==> config.mk <==
export PLATFORM = sky130hd
export DESIGN_NAME = tsm_ctrl
export DESIGN_NICKNAME = d
export VERILOG_FILES = /design/src/hw/rtl/tsm_pkg.sv /design/src/hw/rtl/tsm_ctrl.sv
export VERILOG_INCLUDE_DIRS = /design/src /design/src/hw/rtl
export SDC_FILE = /design/constraint.sdc
export NUM_CORES = 1
export LEC_CHECK = 0
export BUFFER_PORTS_ARGS = -buffer_cell sky130_fd_sc_hd__buf_2
export CAP_MARGIN = 30
export CORE_MARGIN = 3
export CORE_UTILIZATION = 41
export CTS_CLUSTER_SIZE = 20
export DETAILED_ROUTE_END_ITERATION = 12
export PLACE_DENSITY = 0.85
export SLEW_MARGIN = 20
export SYNTH_ARGS = -nofsm -noshare
export SYNTH_HDL_FRONTEND = slang
export SYNTH_SLANG_ARGS = --single-unit
==> constraint.sdc <==
create_clock -name clock -period 1.6 [get_ports clock]
set_input_delay 0.24 -clock clock [delete_from_list [all_inputs] [get_ports clock]]
set_output_delay 0.24 -clock clock [all_outputs]
set_load 0.01 [all_outputs]
==> src/hw/rtl/terrain_shadow_map_ray_march_macros.svh <==
// assertion macros shared by the ray march block
`ifndef TERRAIN_SHADOW_MAP_RAY_MARCH_MACROS_SVH
`define TERRAIN_SHADOW_MAP_RAY_MARCH_MACROS_SVH

`ifndef SYNTH
// checked outside reset
`define TSM_ASSERT(label, prop, msg) \
   label: assert property (@(posedge clock) disable iff (reset) prop) else $error(msg);
// checked on every edge, reset included
`define TSM_ASSERT_ALWAYS(label, prop, msg) \
   label: assert property (@(posedge clock) prop) else $error(msg);
`else
`define TSM_ASSERT(label, prop, msg)
`define TSM_ASSERT_ALWAYS(label, prop, msg)
`endif

`endif

==> src/hw/rtl/tsm_pkg.sv <==
package tsm_pkg;

   localparam int MAX_MAP_SIZE    = 256;
   localparam int MAX_MARCH_STEPS = 512;
   localparam int MAP_DEPTH       = MAX_MAP_SIZE * MAX_MAP_SIZE;
   localparam int ADDR_W          = $clog2(MAP_DEPTH);
   localparam int COORD_W         = $clog2(MAX_MAP_SIZE);
   localparam int SIZE_W          = COORD_W + 1;
   localparam int STEP_W          = $clog2(MAX_MARCH_STEPS + 1);
   localparam int FRAC            = 12;
   localparam int PX_W            = COORD_W + FRAC + 2;
   localparam int LIGHT_W         = 16;
   localparam int RISE_W          = 18;
   localparam int HEIGHT_W        = 8;
   localparam int FLAG_W          = 18;
   localparam int WGT_W           = 2 * FRAC + 1;
   localparam int RAY_W           = RISE_W + STEP_W + 21;
   localparam int ACC_H_W         = WGT_W + HEIGHT_W;
   localparam int ACC_F_W         = WGT_W + 1 + FLAG_W;
   localparam int CSR_W           = 18;
   localparam int SHADE_W         = 8;

   localparam logic [1:0] REG_MAP_SIZE = 2'd0;
   localparam logic [1:0] REG_LIGHT_DX = 2'd1;
   localparam logic [1:0] REG_LIGHT_DZ = 2'd2;
   localparam logic [1:0] REG_RISE     = 2'd3;

   localparam logic [SHADE_W-1:0] SHADE_DARK = 8'd192;
   localparam logic [SHADE_W-1:0] SHADE_LIT  = 8'd0;

   typedef struct packed {
      logic       load;
      logic       clr_start;
      logic       clr_step;
      logic       pix_start;
      logic       base_load;
      logic       step;
      logic       wgt;
      logic [1:0] rd_sel;
      logic       acc_en;
      logic [1:0] acc_sel;
      logic       cmp;
      logic       fin;
   } cmd_type;

   typedef struct packed {
      logic pass_start;
      logic clr_done;
      logic leave;
      logic hit;
      logic stop_lit;
   } status_type;

endpackage

==> src/hw/rtl/tsm_ctrl.sv <==
`include "terrain_shadow_map_ray_march_macros.svh"

module tsm_ctrl (
   input  logic                clock,
   input  logic                reset,
   input  logic                req_valid,
   output logic                req_ready,
   input  logic                req_mode,
   output logic                rsp_valid,
   input  logic                rsp_ready,
   input  tsm_pkg::status_type status,
   output tsm_pkg::cmd_type    cmd
);
   import tsm_pkg::*;

   localparam logic [3:0] S_IDLE  = 4'd0;
   localparam logic [3:0] S_CLEAR = 4'd1;
   localparam logic [3:0] S_START = 4'd2;
   localparam logic [3:0] S_BASE  = 4'd3;
   localparam logic [3:0] S_STEP  = 4'd4;
   localparam logic [3:0] S_WGT   = 4'd5;
   localparam logic [3:0] S_RD    = 4'd6;
   localparam logic [3:0] S_CMP   = 4'd7;
   localparam logic [3:0] S_FIN   = 4'd8;

   localparam logic [2:0] LAST_PHASE = 3'd4;

   logic [3:0] state_ff, state_in;
   logic [2:0] phase_ff, phase_in;
   logic       rsp_valid_ff, rsp_valid_in;

   always_comb begin
      state_in = state_ff;
      phase_in = phase_ff;
      cmd      = '0;
      unique case (state_ff)
         S_IDLE: begin
            if (req_valid) begin
               if (!req_mode) begin
                  cmd.load = 1'b1;
               end else if (status.pass_start) begin
                  cmd.clr_start = 1'b1;
                  state_in      = S_CLEAR;
               end else begin
                  state_in = S_START;
               end
            end
         end
         S_CLEAR: begin
            cmd.clr_step = 1'b1;
            if (status.clr_done) begin
               state_in = S_START;
            end
         end
         S_START: begin
            cmd.pix_start = 1'b1;
            state_in      = S_BASE;
         end
         S_BASE: begin
            cmd.base_load = 1'b1;
            state_in      = S_STEP;
         end
         S_STEP: begin
            if (status.leave) begin
               state_in = S_FIN;
            end else begin
               cmd.step = 1'b1;
               state_in = S_WGT;
            end
         end
         S_WGT: begin
            cmd.wgt  = 1'b1;
            phase_in = '0;
            state_in = S_RD;
         end
         S_RD: begin
            cmd.rd_sel = phase_ff[1:0];
            if (phase_ff != '0) begin
               cmd.acc_en  = 1'b1;
               cmd.acc_sel = 2'(phase_ff - 3'd1);
            end
            phase_in = phase_ff + 3'd1;
            if (phase_ff == LAST_PHASE) begin
               state_in = S_CMP;
            end
         end
         S_CMP: begin
            cmd.cmp = 1'b1;
            if (status.hit || status.stop_lit) begin
               state_in = S_FIN;
            end else begin
               state_in = S_STEP;
            end
         end
         S_FIN: begin
            if (!rsp_valid_ff || rsp_ready) begin
               cmd.fin  = 1'b1;
               state_in = S_IDLE;
            end
         end
         default: state_in = S_IDLE;
      endcase
   end

   always_comb begin
      rsp_valid_in = rsp_valid_ff;
      if (cmd.fin) begin
         rsp_valid_in = 1'b1;
      end else if (rsp_ready) begin
         rsp_valid_in = 1'b0;
      end
   end

   always_ff @(posedge clock) begin
      if (reset) begin
         state_ff     <= S_IDLE;
         phase_ff     <= '0;
         rsp_valid_ff <= 1'b0;
      end else begin
         state_ff     <= state_in;
         phase_ff     <= phase_in;
         rsp_valid_ff <= rsp_valid_in;
      end
   end

   assign req_ready = state_ff == S_IDLE;
   assign rsp_valid = rsp_valid_ff;

   `TSM_ASSERT(a_fin_shows_beat, (state_ff == S_FIN && !rsp_valid_ff) |=> rsp_valid_ff, "finished pixel not shown")
   `TSM_ASSERT(a_clear_to_start, (state_ff == S_CLEAR && status.clr_done) |=> state_ff == S_START, "clear pass did not end")
   `TSM_ASSERT(a_hit_finishes, (state_ff == S_CMP && status.hit) |=> state_ff == S_FIN, "hit did not end the march")
   `TSM_ASSERT_ALWAYS(a_reset_idle, $past(reset) |-> (state_ff == S_IDLE && !rsp_valid_ff), "reset left block busy")

endmodule

==> run metrics, run 1 <==
Max VDD drop 0.3656 mV; antenna fix cells 0; core area between 1000 and 1500 um^2; final net count 127; TritonCTS clock tree built; Overflow after GRT 0; vias per inst 5.617; max-slew violations 0; routed length on met3 129 um; crit-path cells or4b_4, and2b_1, buf_2; Die Area 2024 um^2; commonest non-fill, non-tap cells in the layout buf_2 (24), nor2_1 (10), nand2_1 (8); violated checks setup timing; fin crit share 106.7%; CP top delay family simple AND/OR/NAND/NOR gates; Syn Inst Count 78; drt pass-1 iters 4; max_cap viols 0; Reg area 167.7 um^2; minimum clock period 1707 ps; vias after detailed routing 719; area delta synth->final 52.61%; register area share after synthesis about a quarter; WP buf/inv 1; hold_ws between 200 and 300 ps; Leak 0.4480 nW; CP Capture Type output pin; clk slew on worst S/H paths 60 ps; Worst Clk Skew between 10 and 15 ps; non-filler instance count after layout 128; syn nets 90; number of distinct library cells after synthesis 37; FF+latch count, synth 8; # fillers 109; FMAX 0.5858 GHz; clock latency on the worst-skew pair approximately 260 ps; Power Dens Cells 695.1 nW/um^2; # rows 13; Ys Warns 0; Worst EP arrival 1470 ps; Startpoint Class flop; final hold viol count 0; min-delay worst type input pin to flop; clock root cell clkbuf_4; die width 44.99 um; footprint of the multi-input gates 464.2 um^2; RSZ-0062 raised after global routing yes; Die Y 44.99 um; post-layout worst setup margin -106.9 ps; Num CTS Buffers 3; DP HPWL 1207 um; clock sinks 8; most common cell after layout, fill and taps aside buf_2; top layer reached by signal wires met4; final WL 1926 um; Initial Util between 40% and 50%; Boundary Pins 26; final setup vio count 6; CP Max Fanout 3; DR WL/cell approximately 15 um; Critical Setup Path Class flop to output pin; H-tree levels 1; met2 wire length 993 um; Slew HR 77.04%; vias in the first global route 579; Syn Area/Cell 7.988 um^2; buffer depth of the longest clock path 2; Mapped Area 623.1 um^2; CP required 1360 ps; critical path's slowest cell or4b_4; Routed Antenna Nets 0; pin count of the biggest net entering global routing 12; DR DRC count 0; GPL Wtd Cong 0.8399; share of cells above drive strength 1 around 52%; Tightest Pin Transition 344.4 ps; PortBufs 25; initial antenna violation count 0; met1 wire length around 730 um; run status complete, but fails checks; GR Util All Layers 18.46%; global-route wire length before repair between 2000 and 3000 um; Iteration-0 DRC Markers 12; Worst path max stage delay around 540 ps; hold buffers post-CTS 0; placed insts 119
-- area by class of cell --
class | count | area share, %
multi-input combinational | 59 | 48.82
sequential | 8 | 17.63
clock buffer | 3 | 2.368
tap | 15 | 1.974
timing repair buffer | 38 | 27.24
inverter | 5 | 1.974
-- power by group --
group	internal (W)	total, W	switching (W)	leakage, nW
combinational	0.000135	0.000272	0.000137	0.367
sequential	0.000212	0.000230	0.0000180	0.0669
clock	0.0000862	0.000159	0.0000730	0.0138
total	0.000433	0.000661	0.000228	0.448
-- registers in the layout, indices dropped and copies added, names as in the netlist --
register   count
state_ff       4
phase_ff       3
rsp_valid      1
-- through the flow --
step | total power, W | area (um^2) | util (%) | setup TNS (ps) | setup slack (ps)
2_1_floorplan | 0.0003641 | 623.1 | - | 0 | 83.88
3_3_place_gp | 0.0004379 | 784.5 | 57.42 | 0 | 113.5
3_5_place_dp | 0.0004460 | 784.5 | 57.42 | 0 | 43.96
4_1_cts | 0.0006365 | 877.1 | 64.19 | -179.0 | -85.12
5_1_grt | 0.0007034 | 950.9 | 69.60 | -694.6 | -125.6
6_report | 0.0006610 | 950.9 | 69.60 | -328.9 | -106.9
-- per-layer routing --
metal | vias up | global-route usage [%]
met2 | 31 | 29.66
met1 | 336 | 21.79
met5 | - | 0
li1 | 344 | -
met3 | 8 | 3.984
met4 | 0 | 12.28
-- cell families after synthesis --
kind of cell / synth area share, %
AO/OA/AOI/OAI: 15.46
XOR/XNOR: 2.812
adder cells (fa/ha/maj): 4.015
AND/OR/NAND/NOR: 41.56
multiplexers: 1.807
buffers and inverters: 8.634
flip-flops: 25.70
-- repair_timing --
| item | 4_1_cts | 5_1_grt |
|---|---|---|
| gates resized for setup | 15 | 8 |
| pin swaps | 5 | 9 |
| endpoints found under the setup margin | 10 | 11 |
| buffers inserted | 1 | 5 |
-- worst paths after layout --
check / depth (start not counted) / endpoint / slack (ps) / startpoint
setup / recovery: 3 / cmd[0] / -110 / state_ff[0]$_SDFFE_PP0P_
hold / removal: 2 / state_ff[3]$_SDFFE_PP0P_ / 260 / reset
setup reg to reg: 5 / state_ff[1]$_SDFFE_PP0P_ / -100 / state_ff[0]$_SDFFE_PP0P_
hold reg to reg: 2 / phase_ff[1]$_SDFFE_PP0P_ / 520 / phase_ff[1]$_SDFFE_PP0P_
-- synthesized netlist by cell type (all sizes together) --
cell	instances	share of area, %
o2111ai	1	1.4
nor3	2	1.6
nor2b	2	2.0
a22oi	1	1.2
o31a	1	1.4
and2b	1	1.2
nand2b	3	3.0
o21ai	2	1.6
ha	2	4.0
dfxtp	8	26
xor2	1	1.4
clkbuf	2	1.2
or2	1	1.4
and2	3	3.0
buf	4	4.4
a32oi	1	1.4
inv	5	3.0
and4bb	2	4.0
a41oi	1	2.6
mux2	1	1.8
nor4	3	4.0
nor2	10	6.0
nor3b	3	4.4
nor4b	2	3.8
a21oi	3	2.4
o21bai	2	2.4
o22ai	1	1.0
or4b	1	2.2
nand2	8	4.8
xnor2	1	1.4
Power figures use the tool's default switching activity.
==> run 2: changes to the inputs <==
- ABC_AREA: unset -> 1
==> run 2 against run 1 <==
Against the previous run: the flow now finishes without violations; non-clock buffer count is 6 lower; sequential cell count unchanged; register-to-register slack gained 380 ps; wire length down 19%; maximum frequency rose by 9.8%; sequential share of layout area rose by 1.3 points; area after synthesis shrank 0.60%; die area is 0.53% lower; synthesized cell count rose by 35%; clock skew down 5.0 ps; hold slack lost 46 ps; combinational power increased by 150%; critical endpoint is now cmd[3]; largest cell class unchanged; largest power group unchanged.
==> run metrics, run 2 <==
run status completed; Internal 0.0006395 W; initial antenna violation count 0; syn nets about 120; simple-gate share of the synthesized area a little under half; final setup vio count 0; # fillers 122; Mapped Area 619.3 um^2; CP Capture Type output pin; DR DRC count 0; Critical Setup Path Class flop to output pin; core area around 1400 um^2; Tightest Pin Transition 214.3 ps; DP HPWL 1163 um; final hold viol count 0; fin crit share ~97%; # rows 13; DR WL/cell ~10 um; part of the power in registers 27.8%; Yosys top cell by area dfxtp_1; GPL Wtd Cong 0.8522; Power Dens Cells roughly 1300 nW/um^2; clock sinks 8; Gate power share between 50% and 60%; FF+latch count, synth 8; most common cell in the netlist inv_1; PortBufs 25; max-slew violations 0; Synth Flop Type dfxtp_1; r2r setup slk roughly 280 ps; Die Area 2013 um^2; TritonCTS clock tree built; Slew HR 85.60%; max reg flops 4; drt pass-1 iters 4; number of distinct library cells after synthesis 17; pin count of the biggest net entering global routing 9; Worst Clk Skew 5.036 ps; die width 44.87 um; register area share after synthesis between 20% and 30%; post-synthesis compound-gate area fraction 6.869%; final net count roughly 150; CP required around 1400 ps; vias in the first global route 538; top cells by area, synth dfxtp_1 (26%), inv_1 (13%), nand2_1 (13%); RSZ-0062 raised after global routing yes; Worst EP arrival roughly 1300 ps; XOR/XNOR share of the synthesized area 0%; final WL 1555 um; Die Y 44.87 um; Syn Inst Count 105; Leak approximately 0.54 nW; antenna fix cells 0; P_sw 0.0005080 W; FMAX between 0.6 and 0.7 GHz; GR Util All Layers 14.26%; Post-synth ARST share 0%; hold_ws ~210 ps; commonest non-fill, non-tap cells in the layout buf_2 (25), nand2_1 (21), inv_1 (19); Syn Area/Cell roughly 6 um^2; fin area 884.6 um^2; Max VDD drop 0.7860 mV; multiplexer share of the synthesized area 0%; Post-synth top cells inv_1 (22), nand2_1 (21), nor2_1 (19), nand3_1 (10), dfxtp_1 (8); clk slew on worst S/H paths about 60 ps; vias after detailed routing 727; Num CTS Buffers 3; most common cell after layout, fill and taps aside buf_2; vias per inst 4.752; share of cells above drive strength 1 40.58%; Post-synth EDFFs 0; area delta synth->final 42.83%; global-route wire length before repair roughly 2100 um; clock root cell clkbuf_4; adder-cell area share of the yosys netlist 4.040%; largest family of logic cells by synthesized area simple AND/OR/NAND/NOR gates; min-delay worst type input pin to flop; Startpoint Class flop; CP Max Fanout 5; Ys Warns 0; Initial Util 45.33%; post-synth top area share 25.86%; clock latency on the worst-skew pair between 200 and 300 ps; Overflow after GRT 0; Iteration-0 DRC Markers 9; Boundary Pins 26; sw frac 44.27%; Clock Power Share 13.6%; register with the most flip-flops state_ff; Routed Antenna Nets 0; buffer depth of the longest clock path 2; minimum clock period 1555 ps; max_cap viols 0; Fin Setup TNS 0 ps; H-tree levels 1; DP Area about 750 um^2
==> run 2: cell types whose count changed after synthesis, sizes merged, moves of 3 or more <==
cell / change
nand2b: -3
and2: -3
nand2: +14
nor3b: -3
nand3: +10
nor4: -3
nor2: +15
inv: +18
==> run 2: logic make-up after synthesis <==
kind of cell / Yosys count
AOI/OAI and AO/OA: 8
buffers and inverters: 25
and+or+nand+nor: 62
adders and majority gates: 2
DFF: 8
==> run 2: final cells by class <==
type,instances,area [um^2],share of cell area [%]
tap,15,18.77,2.122
sequential,8,167.7,18.95
timing repair buffer,32,193.9,21.92
multi-input combinational,72,395.4,44.70
inverter,23,86.33,9.760
clock buffer,3,22.52,2.546
==> run 2: layer usage <==
metal	global-route usage, %	share of wire (%)	vias to the layer above
li1	-	-	386
met1	17.63	41	307
met2	23.50	49	32
met3	3.984	9.6	2
met4	5.263	1.1	0
met5	0	0	-
==> run 2: per-stage QoR <==
stage / worst slack [ps] / util (%) / instances / power (W)
2_1_floorplan: 250.9 / - / 105 / 0.0007044
3_5_place_dp: 198.0 / 54.76 / 143 / 0.0008250
6_report: 44.79 / 64.74 / 153 / 0.001147
3_3_place_gp: 270.4 / 54.76 / 143 / 0.0008152
4_1_cts: 1.151 / 57.23 / 146 / 0.0009942
5_1_grt: -43.74 / 64.74 / 153 / 0.001250
==> run 2: final timing paths <==
check	startpoint	to	cells past startpoint
worst max-delay path	state_ff[1]$_SDFFE_PP0P_	cmd[3]	6
worst min-delay path	reset	phase_ff[0]$_SDFFE_PP0P_	2
worst max register to register	state_ff[1]$_SDFFE_PP0P_	phase_ff[1]$_SDFFE_PP0P_	9
worst min register to register	phase_ff[0]$_SDFFE_PP0P_	phase_ff[0]$_SDFFE_PP0P_	2
==> run 2: worst max-delay path, stage by stage, from the launching register on <==
cell and delay, ps:
dfxtp_4 370, inv_2 70, nor2_4 150, nand2_4 90
nor2_2 130, o21a_1 120, buf_2 120
==> run 2: power groups by stage <==
| stage | combinational, W | clock (W) | sequential (W) |
|---|---|---|---|
| final | 0.000672 | 0.000156 | 0.000319 |
| after global routing | 0.000752 | 0.000170 | 0.000328 |
| after CTS | 0.000522 | 0.000164 | 0.000309 |
| after detailed placement | 0.000517 | 0 | 0.000308 |
| after global placement | 0.000511 | 0 | 0.000304 |
| after floorplan | 0.000436 | 0 | 0.000269 |
==> run 2: what timing repair did <==
action,4_1_cts,5_1_grt
setup endpoints to repair,2,5
pin swaps,2,7
gates resized for setup,6,11
buffers inserted,0,7
hold buffers,0,0
==> run 3: changes to the inputs <==
- CORE_UTILIZATION: 41 -> 43
- CTS_BUF_LIST: unset -> sky130_fd_sc_hd__clkbuf_8
- PLACE_DENSITY: 0.85 -> 0.88
==> run 3 against run 2 <==
Against the previous run: register-to-register slack better by 20 ps; die area down 4.0%; combinational power down 15%; clock skew down 3.5 ps; clock power up 57%; final cell count down 2.0%; non-clock buffer count down 3; power down 0.99%; wire length down 0.58%; setup slack better by 11 ps.
==> run metrics, run 3 (synthesized netlist as in run 2, its figures left out) <==
FMAX approximately 0.65 GHz; RSZ-0062 raised after global routing yes; drt pass-1 iters 4; commonest non-fill, non-tap cells in the layout buf_2 (25), inv_1 (21), nand2_1 (21); max reg flops 4; R2R cell count 9; DP Area 748.2 um^2; register with the most flip-flops state_ff; core area 1334 um^2; Hold Path Cell Cnt 2; final hold viol count 0; Routed Antenna Nets 0; Num CTS Buffers 3; CP top delay family flip-flops; # fillers around 130; Max VDD drop 0.8381 mV; Core Util, Final 62.57%; global-route wire length before repair 2332 um; Worst EP arrival 1300 ps; r2r setup slk 300 ps; clock root cell clkbuf_8; vias per inst between 4 and 5; CP Max Fanout 3; DP HPWL 1189 um; DR DRC count 0; pin count of the biggest net entering global routing 9; Power Dens Cells approximately 1400 nW/um^2; Die Y 43.95 um; hold buffers post-CTS 0; CP required 1360 ps; Critical Setup Path Class flop to output pin; Overflow after GRT 0; final net count approximately 150; clk slew on worst S/H paths 40 ps; Worst path max stage delay roughly 320 ps; post-layout worst setup margin about 55 ps; H-tree levels 1; max_cap viols 0; initial antenna violation count 0; fin area 834.6 um^2; Fin Setup TNS 0 ps; Slew HR 84.02%; buffer depth of the longest clock path 2; critical path's slowest cell dfxtp_2; crit-path cells inv_1, ha_2, inv_1, nor2_2, nor2_2, o21a_1, buf_2; Die Area 1932 um^2; GR Util All Layers 16.25%; vias after detailed routing 725; final WL approximately 1500 um; Worst Clk Skew 1.503 ps; Startpoint Class flop; Crit Reg-Reg Startpoint phase_ff[0]$_SDFFE_PP0P_; non-filler instance count after layout 150; GPL Wtd Cong 0.8433; max-slew violations 0; die width 43.95 um; CP Capture Type output pin; dpl ws 196.3 ps; PortBufs 25; run status completed; Leak 0.5261 nW; share of cells above drive strength 1 35.56%; minimum clock period 1545 ps; min-delay src reset; # rows 13; clock latency on the worst-skew pair 230 ps; DR WL/cell 10.31 um; vias in the first global route about 610; clock sinks 8; Iteration-0 DRC Markers 10; placed insts 143; Tightest Pin Transition between 200 and 250 ps; min-delay worst type input pin to flop; WP buf/inv 3; Boundary Pins 26; worst hold endpoint phase_ff[0]$_SDFFE_PP0P_; Initial Util 46.44%; fin crit share 96.54%; final setup vio count 0; antenna fix cells 0; reg-to-reg endpoint state_ff[0]$_SDFFE_PP0P_; area delta synth->final 34.75%; TritonCTS clock tree built; most common cell after layout, fill and taps aside buf_2
-- run 3: cell count changes in the layout (fill, tap and decap cells not counted), moves of 2 or more --
cell	delta
clkbuf_4	-3
clkbuf_8	+3
inv_1	+2
inv_2	-2
nand3_1	+2
nand3_2	-2
-- run 3: how the worst max path moves through the flow --
stage,startpoint,to,cells past startpoint
after CTS,state_ff[0]$_SDFFE_PP0P_,cmd[3],5
after detailed placement,phase_ff[0]$_SDFFE_PP0P_,cmd[3],7
after global placement,phase_ff[0]$_SDFFE_PP0P_,cmd[3],7
final,phase_ff[0]$_SDFFE_PP0P_,cmd[3],7
after floorplan,state_ff[1]$_SDFFE_PP0P_,cmd[3],5
after global routing,phase_ff[0]$_SDFFE_PP0P_,cmd[3],7
-- run 3: routing by layer --
| metal | vias up | global-route usage (%) | routed length [um] |
|---|---|---|---|
| met1 | 301 | 17.16 | 567 |
| met2 | 36 | 28.78 | 783 |
| met5 | - | 0 | 0 |
| met3 | 5 | 3.320 | 168 |
| li1 | 383 | - | - |
| met4 | 0 | 10.24 | 27 |
-- run 3: area by class of cell --
class | instances | area (um^2) | share of cell area (%)
Sequential cell | 8 | 167.7 | 20.09
Tap cell | 15 | 18.77 | 2.249
Multi-Input combinational cell | 72 | 365.4 | 43.78
Clock buffer | 3 | 41.29 | 4.948
Timing Repair Buffer | 29 | 155.1 | 18.59
Inverter | 23 | 86.33 | 10.34
-- run 3: what timing repair did --
| item | CTS | global route |
|---|---|---|
| endpoints found under the setup margin | 2 | 3 |
| gates resized for setup | 4 | 5 |
| setup buffers | 1 | 3 |
| pin swaps | 2 | 2 |
-- run 3: metrics by stage --
| step | total power [W] | hold slack (ps) |
|---|---|---|
| finish | 0.001136 | 248.7 |
| global route | 0.001234 | 273.2 |
| CTS | 0.001093 | 242.8 |
| detailed placement | 0.0008299 | 474.4 |
| global placement | 0.0008147 | 469.0 |
| floorplan | 0.0007044 | 309.1 |
-- run 3: power by group --
| part | internal [W] | switching [W] |
|---|---|---|
| Sequential | 0.000249 | 0.0000711 |
| Clock | 0.000163 | 0.0000817 |
| Combinational | 0.000231 | 0.000340 |
